==> src/rtl/core/rrbt_pkg.sv <==
// ----------------------------------------------------------------------------
// rrbt_pkg
// Shared types and constants for the request retry backoff timer.
// ----------------------------------------------------------------------------
`default_nettype none

package rrbt_pkg;

  localparam int unsigned ADDR_W   = 5;
  localparam int unsigned DATA_W   = 32;
  localparam int unsigned ID_W     = 64;
  localparam int unsigned CNT_W    = 8;
  localparam int unsigned S_DATA_W = 72;
  localparam int unsigned M_DATA_W = 48;

  localparam logic [31:0] SHARD_INIT_RST  = 32'd250;
  localparam logic [31:0] SHARD_MAX_RST   = 32'd2000;
  localparam logic [31:0] SHARD_DL_RST    = 32'd10000;
  localparam logic [31:0] COORD_INIT_RST  = 32'd1000;
  localparam logic [31:0] COORD_MAX_RST   = 32'd10000;
  localparam logic [31:0] COORD_DL_RST    = 32'd120000;

  typedef enum logic [2:0] {
    REG_SHARD_INIT = 3'd0,
    REG_SHARD_MAX  = 3'd1,
    REG_SHARD_DL   = 3'd2,
    REG_COORD_INIT = 3'd3,
    REG_COORD_MAX  = 3'd4,
    REG_COORD_DL   = 3'd5
  } reg_idx_t;

  typedef enum logic [1:0] {
    CMD_START = 2'd0,
    CMD_TICK  = 2'd1,
    CMD_RESP  = 2'd2
  } cmd_t;

  typedef enum logic [2:0] {
    EV_NOTHING = 3'd0,
    EV_SEND    = 3'd1,
    EV_DONE    = 3'd2,
    EV_TIMEOUT = 3'd3,
    EV_NOADDR  = 3'd4,
    EV_DROPPED = 3'd5
  } event_t;

  typedef struct packed {
    logic [31:0] shard_initial_wait;
    logic [31:0] shard_max_wait;
    logic [31:0] shard_deadline;
    logic [31:0] coord_initial_wait;
    logic [31:0] coord_max_wait;
    logic [31:0] coord_deadline;
  } cfg_t;

endpackage

`default_nettype wire

==> src/rtl/core/rrbt_regs.sv <==
// ----------------------------------------------------------------------------
// rrbt_regs
// APB register file holding the wait, cap and deadline settings.
// ----------------------------------------------------------------------------
`default_nettype none

module rrbt_regs (
  input  wire logic                        clk,
  input  wire logic                        rst,
  input  wire logic                        psel,
  input  wire logic                        penable,
  input  wire logic                        pwrite,
  input  wire logic [rrbt_pkg::ADDR_W-1:0] paddr,
  input  wire logic [rrbt_pkg::DATA_W-1:0] pwdata,
  output logic      [rrbt_pkg::DATA_W-1:0] prdata,
  output logic                             pready,
  output rrbt_pkg::cfg_t                   cfg
);

  rrbt_pkg::reg_idx_t idx;
  logic               wr_en;

  assign idx    = rrbt_pkg::reg_idx_t'(paddr[4:2]);
  assign pready = 1'b1;
  assign wr_en  = psel && penable && pwrite && pready;

  always_ff @(posedge clk) begin
    if (rst) begin
      cfg.shard_initial_wait <= rrbt_pkg::SHARD_INIT_RST;
      cfg.shard_max_wait     <= rrbt_pkg::SHARD_MAX_RST;
      cfg.shard_deadline     <= rrbt_pkg::SHARD_DL_RST;
      cfg.coord_initial_wait <= rrbt_pkg::COORD_INIT_RST;
      cfg.coord_max_wait     <= rrbt_pkg::COORD_MAX_RST;
      cfg.coord_deadline     <= rrbt_pkg::COORD_DL_RST;
    end else if (wr_en) begin
      case (idx)
        rrbt_pkg::REG_SHARD_INIT: cfg.shard_initial_wait <= pwdata;
        rrbt_pkg::REG_SHARD_MAX:  cfg.shard_max_wait     <= pwdata;
        rrbt_pkg::REG_SHARD_DL:   cfg.shard_deadline     <= pwdata;
        rrbt_pkg::REG_COORD_INIT: cfg.coord_initial_wait <= pwdata;
        rrbt_pkg::REG_COORD_MAX:  cfg.coord_max_wait     <= pwdata;
        rrbt_pkg::REG_COORD_DL:   cfg.coord_deadline     <= pwdata;
        default: ;
      endcase
    end
  end

  always_comb begin
    case (idx)
      rrbt_pkg::REG_SHARD_INIT: prdata = cfg.shard_initial_wait;
      rrbt_pkg::REG_SHARD_MAX:  prdata = cfg.shard_max_wait;
      rrbt_pkg::REG_SHARD_DL:   prdata = cfg.shard_deadline;
      rrbt_pkg::REG_COORD_INIT: prdata = cfg.coord_initial_wait;
      rrbt_pkg::REG_COORD_MAX:  prdata = cfg.coord_max_wait;
      rrbt_pkg::REG_COORD_DL:   prdata = cfg.coord_deadline;
      default:                  prdata = '0;
    endcase
  end

endmodule

`default_nettype wire

==> src/rtl/core/request_retry_backoff_timer_top.sv <==
// ----------------------------------------------------------------------------
// request_retry_backoff_timer_top
// Retransmission timer with exponential backoff for one outstanding request.
//
//   channel  dir  handshake          payload
//   s_*      in   s_tvalid/s_tready  tuser: cmd; tdata: id, coord, prim_ok, sec_ok
//   m_*      out  m_tvalid/m_tready  tuser: event; tdata: addr idx, attempts, ticks
//   apb      in   psel/penable       six 32-bit settings at 4*index
//
// One request per cycle sustained unless m_tready stalls the result register;
// each request passes through the input register, then the result register.
// Request state updates in the same cycle the result register loads.
// Reset is synchronous and returns settings and state to their defaults.
// A stalled m_tready holds the result; the input register still takes one request.
// ----------------------------------------------------------------------------
`default_nettype none

module request_retry_backoff_timer_top (
  input  wire logic                          clk,
  input  wire logic                          rst,
  // APB
  input  wire logic                          psel,
  input  wire logic                          penable,
  input  wire logic                          pwrite,
  input  wire logic [rrbt_pkg::ADDR_W-1:0]   paddr,
  input  wire logic [rrbt_pkg::DATA_W-1:0]   pwdata,
  output logic      [rrbt_pkg::DATA_W-1:0]   prdata,
  output logic                               pready,
  // request stream
  input  wire logic                          s_tvalid,
  output logic                               s_tready,
  // [63:0] txn_id, [64] to_coordinator, [65] primary_addr_ok,
  // [66] secondary_addr_ok, [71:67] zero
  input  wire logic [rrbt_pkg::S_DATA_W-1:0] s_tdata,
  // [1:0] cmd
  input  wire logic [1:0]                    s_tuser,
  // result stream
  output logic                               m_tvalid,
  input  wire logic                          m_tready,
  // [0] send_addr_index, [8:1] attempt_count, [40:9] elapsed_ticks, [47:41] zero
  output logic      [rrbt_pkg::M_DATA_W-1:0] m_tdata,
  // [2:0] event_res
  output logic      [2:0]                    m_tuser
);

  rrbt_pkg::cfg_t cfg;

  rrbt_regs u_regs (
    .clk     (clk),
    .rst     (rst),
    .psel    (psel),
    .penable (penable),
    .pwrite  (pwrite),
    .paddr   (paddr),
    .pwdata  (pwdata),
    .prdata  (prdata),
    .pready  (pready),
    .cfg     (cfg)
  );

  // input register
  logic                          in_valid;
  rrbt_pkg::cmd_t                in_cmd;
  logic [rrbt_pkg::ID_W-1:0]     in_id;
  logic                          in_coord;
  logic                          in_prim;
  logic                          in_sec;

  // request state
  logic                          busy;
  logic [rrbt_pkg::ID_W-1:0]     active_id;
  logic                          active_is_coord;
  logic [rrbt_pkg::CNT_W-1:0]    retry_count;
  logic [31:0]                   elapsed_count;
  logic [31:0]                   current_wait;
  logic [31:0]                   wait_left;
  logic                          addr_parity;
  logic                          start_toggle;

  // result register
  rrbt_pkg::event_t              res_event;
  logic                          res_idx;
  logic [rrbt_pkg::CNT_W-1:0]    res_count;
  logic [31:0]                   res_ticks;

  logic                          pipe_en;
  logic                          fire;

  assign pipe_en  = !m_tvalid || m_tready;
  assign s_tready = !in_valid || pipe_en;
  assign fire     = in_valid && pipe_en;

  always_ff @(posedge clk) begin
    if (rst) begin
      in_valid <= 1'b0;
    end else if (s_tready) begin
      in_valid <= s_tvalid;
    end
  end

  always_ff @(posedge clk) begin
    if (s_tready && s_tvalid) begin
      in_cmd   <= rrbt_pkg::cmd_t'(s_tuser);
      in_id    <= s_tdata[63:0];
      in_coord <= s_tdata[64];
      in_prim  <= s_tdata[65];
      in_sec   <= s_tdata[66];
    end
  end

  // next-state logic
  logic                          is_start;
  logic                          is_tick;
  logic                          eff_coord;
  logic [rrbt_pkg::CNT_W-1:0]    base_rc;
  logic [31:0]                   base_el;
  logic [31:0]                   base_cw;
  logic                          base_par;
  logic                          do_attempt;
  logic [31:0]                   sel_init;
  logic [31:0]                   sel_cap;
  logic [31:0]                   sel_dl;
  logic [rrbt_pkg::CNT_W-1:0]    rc_inc;
  logic                          timed_out;
  logic                          pick_ok;
  logic                          pick;
  logic [32:0]                   grown;
  logic [31:0]                   wait_new;

  logic                          busy_next;
  logic [rrbt_pkg::ID_W-1:0]     active_id_next;
  logic                          active_is_coord_next;
  logic [rrbt_pkg::CNT_W-1:0]    retry_count_next;
  logic [31:0]                   elapsed_count_next;
  logic [31:0]                   current_wait_next;
  logic [31:0]                   wait_left_next;
  logic                          addr_parity_next;
  logic                          start_toggle_next;
  rrbt_pkg::event_t              res_event_next;
  logic                          res_idx_next;

  assign is_start  = (in_cmd == rrbt_pkg::CMD_START);
  assign is_tick   = (in_cmd == rrbt_pkg::CMD_TICK);
  assign eff_coord = is_start ? in_coord : active_is_coord;
  assign base_rc   = is_start ? '0 : retry_count;
  assign base_par  = is_start ? start_toggle : addr_parity;
  assign base_cw   = is_start ? '0 : current_wait;

  always_comb begin
    if (is_start) begin
      base_el = '0;
    end else if (is_tick && busy && elapsed_count != 32'hFFFF_FFFF) begin
      base_el = elapsed_count + 32'd1;
    end else begin
      base_el = elapsed_count;
    end
  end

  assign do_attempt = is_start || (is_tick && busy && wait_left <= 32'd1);

  assign sel_init  = eff_coord ? cfg.coord_initial_wait : cfg.shard_initial_wait;
  assign sel_cap   = eff_coord ? cfg.coord_max_wait     : cfg.shard_max_wait;
  assign sel_dl    = eff_coord ? cfg.coord_deadline     : cfg.shard_deadline;

  assign rc_inc    = (base_rc == '1) ? base_rc : base_rc + 1'b1;
  assign timed_out = base_el > sel_dl;
  assign pick_ok   = base_par ? in_sec : in_prim;
  assign pick      = pick_ok ? base_par : 1'b0;
  // floor(3w/2) = w + floor(w/2)
  assign grown     = {1'b0, base_cw} + {2'b00, base_cw[31:1]};

  always_comb begin
    if (base_cw == '0) begin
      wait_new = sel_init;
    end else if (grown < {1'b0, sel_cap}) begin
      wait_new = grown[31:0];
    end else begin
      wait_new = sel_cap;
    end
  end

  always_comb begin
    busy_next            = busy;
    active_id_next       = active_id;
    active_is_coord_next = active_is_coord;
    retry_count_next     = base_rc;
    elapsed_count_next   = base_el;
    current_wait_next    = base_cw;
    wait_left_next       = is_start ? '0 : wait_left;
    addr_parity_next     = base_par;
    start_toggle_next    = start_toggle;
    res_event_next       = rrbt_pkg::EV_NOTHING;
    res_idx_next         = 1'b0;

    case (in_cmd)
      rrbt_pkg::CMD_START: begin
        busy_next            = 1'b1;
        active_id_next       = in_id;
        active_is_coord_next = in_coord;
        start_toggle_next    = ~start_toggle;
      end
      rrbt_pkg::CMD_TICK: begin
        if (busy && wait_left > 32'd1) begin
          wait_left_next = wait_left - 32'd1;
        end else if (busy) begin
          wait_left_next = '0;
        end
      end
      rrbt_pkg::CMD_RESP: begin
        if (busy && in_id == active_id) begin
          busy_next      = 1'b0;
          res_event_next = rrbt_pkg::EV_DONE;
        end else begin
          res_event_next = rrbt_pkg::EV_DROPPED;
        end
      end
      default: ;
    endcase

    if (do_attempt) begin
      retry_count_next = rc_inc;
      if (timed_out) begin
        busy_next      = 1'b0;
        res_event_next = rrbt_pkg::EV_TIMEOUT;
      end else if (!pick_ok && !in_prim) begin
        busy_next      = 1'b0;
        res_event_next = rrbt_pkg::EV_NOADDR;
      end else begin
        addr_parity_next  = ~base_par;
        current_wait_next = wait_new;
        wait_left_next    = wait_new;
        res_event_next    = rrbt_pkg::EV_SEND;
        res_idx_next      = pick;
      end
    end
  end

  always_ff @(posedge clk) begin
    if (rst) begin
      busy            <= 1'b0;
      active_id       <= '0;
      active_is_coord <= 1'b0;
      retry_count     <= '0;
      elapsed_count   <= '0;
      current_wait    <= '0;
      wait_left       <= '0;
      addr_parity     <= 1'b0;
      start_toggle    <= 1'b0;
    end else if (fire) begin
      busy            <= busy_next;
      active_id       <= active_id_next;
      active_is_coord <= active_is_coord_next;
      retry_count     <= retry_count_next;
      elapsed_count   <= elapsed_count_next;
      current_wait    <= current_wait_next;
      wait_left       <= wait_left_next;
      addr_parity     <= addr_parity_next;
      start_toggle    <= start_toggle_next;
    end
  end

  always_ff @(posedge clk) begin
    if (rst) begin
      m_tvalid <= 1'b0;
    end else if (pipe_en) begin
      m_tvalid <= in_valid;
    end
  end

  always_ff @(posedge clk) begin
    if (fire) begin
      res_event <= res_event_next;
      res_idx   <= res_idx_next;
      res_count <= retry_count_next;
      res_ticks <= elapsed_count_next;
    end
  end

  assign m_tuser = res_event;
  assign m_tdata = {7'd0, res_ticks, res_count, res_idx};

`ifndef SYNTHESIS
  a_send_busy: assert property (@(posedge clk) disable iff (rst)
    (m_tvalid && res_event == rrbt_pkg::EV_SEND) |-> busy)
    else $error("send reported while idle");

  a_end_idle: assert property (@(posedge clk) disable iff (rst)
    (m_tvalid && (res_event == rrbt_pkg::EV_DONE || res_event == rrbt_pkg::EV_TIMEOUT
      || res_event == rrbt_pkg::EV_NOADDR)) |-> !busy)
    else $error("request ended but still busy");

  a_wait_bound: assert property (@(posedge clk) disable iff (rst)
    wait_left <= current_wait)
    else $error("wait_left above current_wait");

  a_idle_tick: assert property (@(posedge clk) disable iff (rst)
    (fire && in_cmd == rrbt_pkg::CMD_TICK && !busy) |=>
      (res_event == rrbt_pkg::EV_NOTHING && $stable(elapsed_count)))
    else $error("idle tick changed state");

  a_send_counted: assert property (@(posedge clk) disable iff (rst)
    (m_tvalid && res_event == rrbt_pkg::EV_SEND) |-> res_count != '0)
    else $error("send without attempt count");
`endif

endmodule

`default_nettype wire
==> config.mk <==
export PLATFORM = sky130hd
export DESIGN_NAME = request_retry_backoff_timer_top
export DESIGN_NICKNAME = d
export VERILOG_FILES = /design/src/rtl/core/rrbt_pkg.sv /design/src/rtl/core/rrbt_regs.sv /design/src/rtl/core/request_retry_backoff_timer_top.sv
export SDC_FILE = /design/constraint.sdc
export NUM_CORES = 1
export LEC_CHECK = 0
export ABC_AREA = 0
export ABC_CLOCK_PERIOD_IN_PS = 6200
export BUFFER_PORTS_ARGS = -buffer_cell sky130_fd_sc_hd__buf_4
export CORE_ASPECT_RATIO = 0.7
export CORE_UTILIZATION = 23
export CTS_CLUSTER_SIZE = 8
export DETAILED_ROUTE_END_ITERATION = 16
export PLACE_DENSITY = 0.35
export SETUP_SLACK_MARGIN = 0.1
export SLEW_MARGIN = 20
export SYNTH_ARGS = -nofsm -noshare
export SYNTH_HDL_FRONTEND = slang
export SYNTH_SLANG_ARGS = --single-unit
==> constraint.sdc <==
create_clock -name clk -period 6.2 [get_ports clk]
set_input_delay 0.31 -clock clk [delete_from_list [all_inputs] [get_ports clk]]
set_output_delay 0.31 -clock clk [all_outputs]
set_load 0.1 [all_outputs]
## Word-level counts from Yosys, hierarchy flattened

Index checks and enable logic that the tools add are counted.

- Flip-flop bits (word level): 479
- Latch bits: 0
- Memory bits (writable): 0
- Bits in read-only memories: 0
- Output and inout port bits: 86
- Memories kept: 0

- $add $sub $neg: 4
- Multipliers: 0
- Divide/modulo/power cells: 0
- Magnitude comparators: 4
- Eq/ne operators: 10
- Shifts and indexed selects: 0
- Multiplexer cells: 38
- Bitwise gates (word level): 4
- Reductions and logical operators: 28

Operators with widths:

| operator | count |
|---|---|
| two-way mux 32 bit | 18 |
| one-hot mux 32 bit (6 select lines) | 1 |
| equality test 64 bit | 1 |
| adder 32 x 31 -> 33 bit | 1 |
| less-than comparator 33 x 32 -> 1 bit | 1 |
| adder 32 x 1 -> 32 bit, second input constant | 1 |
| > comparator 32 x 1 -> 1 bit, second input constant | 1 |
| > comparator 32 bit | 1 |
| less-or-equal comparator 32 x 1 -> 1 bit, second input constant | 1 |
| zero test 32 bit | 1 |
| inequality test 32 bit, second input constant | 1 |
| subtractor 32 x 1 -> 32 bit, second input constant | 1 |
| two-way mux 8 bit | 3 |
| two-way mux 3 bit | 5 |
| AND reduction 2 bit | 7 |
| logical AND 1 bit | 10 |
| two-way mux 1 bit | 10 |
| adder 8 x 1 -> 8 bit, second input constant | 1 |
| equality test 8 bit, second input constant | 1 |
| equality test 3 x 2 -> 1 bit, second input constant | 2 |
| equality test 3 bit, second input constant | 2 |
| zero test 1 bit | 4 |
| inverter 1 bit | 4 |
| OR reduction 4 bit | 1 |
| other kinds (7) | 9 |

## Depth between registers and ports, before layout

- Depth in word-level cells: 9
- Gate-level depth with buffers: 30
- Gate-level depth less buffers: 22

## Cells and area by module

A second synthesis with hierarchy kept.

- Cell total of the unflattened synthesis: 3,105
- Area, all modules: 27,040.9 um^2

Modules (own cells, without submodules):

| module | times used | cells each | area each (um^2) |
|---|---|---|---|
| request_retry_backoff_timer_top | 1 | 2,060 | 18,086.1 |
| rrbt_regs | 1 | 1,045 | 8,954.8 |

## Least setup slack after synthesis

OpenSTA, ideal clock, no wires.

- Path type: flip-flop to flip-flop
- Start point: register in_cmd[1]
- End point: register wait_left[15]
- Arrival: 6.173 ns
- Data required time: 6.112 ns
- Setup slack: -0.062 ns
- Stages on the path, launching flop included: 28
- Path buffers: 5
- Period minus slack after synthesis: 6.262 ns
- Path through: edfxtp_1 or2_1 clkbuf_1 clkbuf_1 clkbuf_1 buf_1 clkbuf_1 nand2_1 inv_1 ha_1 o2111a_1 o21a_1 or3_1 o22a_1 a311oi_1 o31ai_1 a21boi_0 xor2_1 inv_1 ha_1 o21a_1 o21ai_0 a2111oi_0 o21a_1 nor3_2 or4_1 and3_1 a311oi_2

- Word-level cells in the longest chain between the ends: 9

Ends and longest elaborated chain:

| what | line | RTL |
|---|---|---|
| start: declaration | request_retry_backoff_timer_top.sv:63 | `rrbt_pkg::cmd_t in_cmd;` |
| start signal: assignment | request_retry_backoff_timer_top.sv:103 | `in_cmd <= rrbt_pkg::cmd_t'(s_tuser);` |
| zero test 2 bit | request_retry_backoff_timer_top.sv:142 | `assign is_start = (in_cmd == rrbt_pkg::CMD_START);` |
| two-way mux 32 bit / two-way mux 1 bit (equally long branches) | n/a |  |
| adder 32 x 31 -> 33 bit / two-way mux 32 bit (equally long branches) | request_retry_backoff_timer_top.sv:170, request_retry_backoff_timer_top.sv:162 |  |
| less-than comparator 33 x 32 -> 1 bit | request_retry_backoff_timer_top.sv:175 | `end else if (grown < {1'b0, sel_cap}) begin` |
| two-way mux 32 bit | request_retry_backoff_timer_top.sv:175 |  |
| two-way mux 32 bit | request_retry_backoff_timer_top.sv:173 | `if (base_cw == '0) begin` |
| two-way mux 32 bit | request_retry_backoff_timer_top.sv:225 | `end else if (!pick_ok && !in_prim) begin` |
| two-way mux 32 bit | request_retry_backoff_timer_top.sv:222 | `if (timed_out) begin` |
| two-way mux 32 bit (*) | request_retry_backoff_timer_top.sv:220 | `if (do_attempt) begin` |
| end signal: assignment | request_retry_backoff_timer_top.sv:256 | `wait_left <= wait_left_next;` |
| end: declaration | request_retry_backoff_timer_top.sv:76 | `logic [31:0] wait_left;` |

Mark *: on every way between the ends. The rest lies on a longest branch, timed or not.
A chain may end at the register's enable or synchronous reset.

## Worst setup path after layout

- Start point: register in_cmd[1]
- End point: register wait_left[17]

The elaborated chain is that of the path after synthesis.

==> results.txt <==
CTS tree = yes
Yosys warns = 0
Utilization after layout = 29.9%
Area leader, netlist = dfxtp_1
CTS Buf Count = 70
Worst setup SP type = flop
Fill count = 11,900
Post-route DRC = 0
Worst setup EP type = flop
TritonRoute pass-1 iters = 5
Commonest non-fill, non-tap cell in the layout = nand2_1
# H-tree levels = 3
Worst hold slack = 62.0 ps
Mapped cell area = 25,800 um^2
Cells after Synth = 3,126
Gpl congestion = 0.842
1st-iter DRT viols = 1,957
Main synth FF type = dfxtp_1
Sw Ratio = 29.2%
Area contributors post-synth = dfxtp_1 (28%), edfxtp_1 (13%), nand2_1 (10%)
Die Height = 282 um
Site Rows = 102
Post-layout worst setup margin = 317 ps
Die ar. = 114,000 um^2
Clock sink count = 479
Final period utilization = 94.9%
DRT Wirelength = 114 mm
WS Path Type = flop to flop
Post-synth top area share = 28.4%
Hpwl dp = 79.8 mm
Core area = 111,000 um^2
Total global-route track usage = 19.6%
PD cells = 248 nW/um^2
Clk slew on worst S/H paths = 50 ps
Initial Util = 23.3%
Syn_area_per_cell = 8.25 um^2
Routed Antenna Nets = 0
Mean number of vias per cell = 4.86
Logic pwr share = 14.7%
Nets = 3,712
Die X = 402 um
Final hold vios = 0
Final Critical Period = 5880 ps
Leakage = 13.3 nW
P_int = 5.84 mW
Max Cap Viol = 0
Post-synth EDFFs = 113
Slew headroom = 25.6%
Vias in the first global route = 22,900
Area of placed instances = 29,800 um^2
Root buf cell = clkbuf_16
IO Port Bufs = 188
Worst Max-Slew Pin Slew = 1110 ps
Top Ports = 204
Most frequent cells in the layout = nand2_1 (693), buf_4 (388), dfxtp_1 (366)
Largest net degree at the start of global routing = 100
Status = completed
Flop pwr share = 40.3%
WP data arrival = 6410 ps
Net switching power = 2.40 mW
Clk Latency, worst-skew pair = 640 ps
Peak Freq = 170 MHz
# setup viols final = 0
Post-route cell area = 33,200 um^2
Clock power frac = 45.0%
Maximum vdd ir drop = 0.154 mV
Count of pins over their slew limit = 0
Per-cell routed wire length = 22.9 um
Critical path fanouts, max = 15
Hold WC Path Type = input port to flop
First-pass GRT wire length = 164 mm
Clk buf depth = 3
Layout cells sized above 1 = 15.8%
Netlist cell types = 78
Antenna violations before repair = 9
Sequential area share after synthesis = 41.6%
Share of synthesized flip-flops with an asynchronous set or reset = 0%
GRT overflow = 0
Placement Setup Slack = -9.18 ps
Setup tns final = 0 ps
Synth Register Bits = 479
RSZ-0062 raised after global routing = false
Worst Clk Skew = 34.1 ps
Vias = 24,200
WP data required = 6720 ps
Synth-to-Final Area Change = 28.6%
==> worst max-delay path, cell delays in order, from the launching register on <==
cell and delay (ps):
edfxtp_1 390, buf_4 240, nor2_4 130, buf_4 220
mux2i_4 740, buf_4 360, mux2i_1 790, ha_1 390
nand4_1 130, nor3_1 70, a221oi_1 340, a31oi_1 130
o21ba_2 320, or2_1 400, buf_4 220, a21oi_1 280
o21ai_0 150, buf_4 200, a311oi_1 230
==> timing repair <==
item                                    CTS  global route
hold buffers                            102             0
buffers inserted                          0             5
endpoints found under the setup margin   37            64
resized for setup                         6            45
gates cloned                              0             1
pin swaps                                 0            10
hold endpoints to repair                262             0
==> cells by family (layout without fill, tap and decap cells) <==
group           Yosys count  in the layout  synth area share (%)
compound gates          815            815                  19.7
xor+xnor                135            135                  4.58
fa+ha+maj               108            108                  5.23
buf+inv                 273            665                  4.15
flops                   479            479                  41.6
mux                      96             96                  3.76
other cells               2             10                0.0291
simple gates           1218           1218                  20.9
==> layer usage <==
layer	vias to the layer above	wire, um	global-route usage [%]	part of all wire (%)
li1	11800	-	-	-
met5	-	25	0	0.022
met4	4	2110	4.06	1.8
met2	579	45800	27.5	40
met1	11700	59100	30.0	52
met3	132	7080	4.46	6.2
==> area by class of cell <==
class	count	area [um^2]	area share, %
Tap cell	1456	1820	5.49
Timing Repair Buffer	499	4070	12.3
Antenna cell	2	5.00	0.0151
Sequential cell	479	10700	32.3
Clock buffer	107	1990	5.99
Clock inverter	2	38.8	0.117
Inverter	57	216	0.653
Multi-Input combinational cell	2380	14300	43.2
==> worst paths after layout <==
| path | startpoint | endpoint | slack [ps] | cells past startpoint |
|---|---|---|---|---|
| max | in_cmd[1]$_DFFE_PP_ | wait_left[17]$_SDFFE_PP0P_ | 320 | 18 |
| min | m_tready | m_tvalid$_SDFFE_PP0P_ | 60 | 4 |
| max reg2reg | in_cmd[1]$_DFFE_PP_ | wait_left[17]$_SDFFE_PP0P_ | 320 | 18 |
| min reg2reg | current_wait[19]$_SDFFE_PP0P_ | current_wait[19]$_SDFFE_PP0P_ | 450 | 2 |
==> state kept, by name (all words and copies together), names as in the netlist <==
name             count
u_regs.cfg         192
active_id           64
in_id               64
current_wait        32
elapsed_count       32
res_ticks           32
wait_left           32
res_count            8
retry_count          8
m_tuser              3
in_cmd               2
active_is_coord      1
addr_parity          1
busy                 1
in_coord             1
in_prim              1
in_sec               1
in_valid             1
m_tvalid             1
res_idx              1
start_toggle         1
==> synth_stat cells (all sizes together), types with 18 or more instances <==
cell type,n
o21ai,122
ha,107
nand2,697
o21a,18
nor3,56
xnor2,38
inv,57
nand3b,36
a21oi,333
nor2,175
clkbuf,180
a211oi,34
a31oi,27
mux2i,88
nor4,36
nand4,34
edfxtp,113
buf,36
and2,22
nand3,70
a21o,31
o31ai,21
dfxtp,366
xor2,97
a22oi,112
==> metrics by stage <==
stage                     cells  power (mW)
after global routing       4980        8.57
after global placement     4763        4.51
final                      4982        8.24
after detailed placement   4763        4.51
after floorplan            3132        4.03
after CTS                  4974        8.34
==> power groups by stage <==
stage	Clock (mW)	Combinational (mW)	Sequential [mW]
final	3.71	1.21	3.32
after global routing	3.96	1.28	3.33
after CTS	3.84	1.18	3.32
after detailed placement	0	1.12	3.39
after global placement	0	1.12	3.39
after floorplan	0	0.551	3.48
No activity file was read; power rests on OpenSTA's default activity.
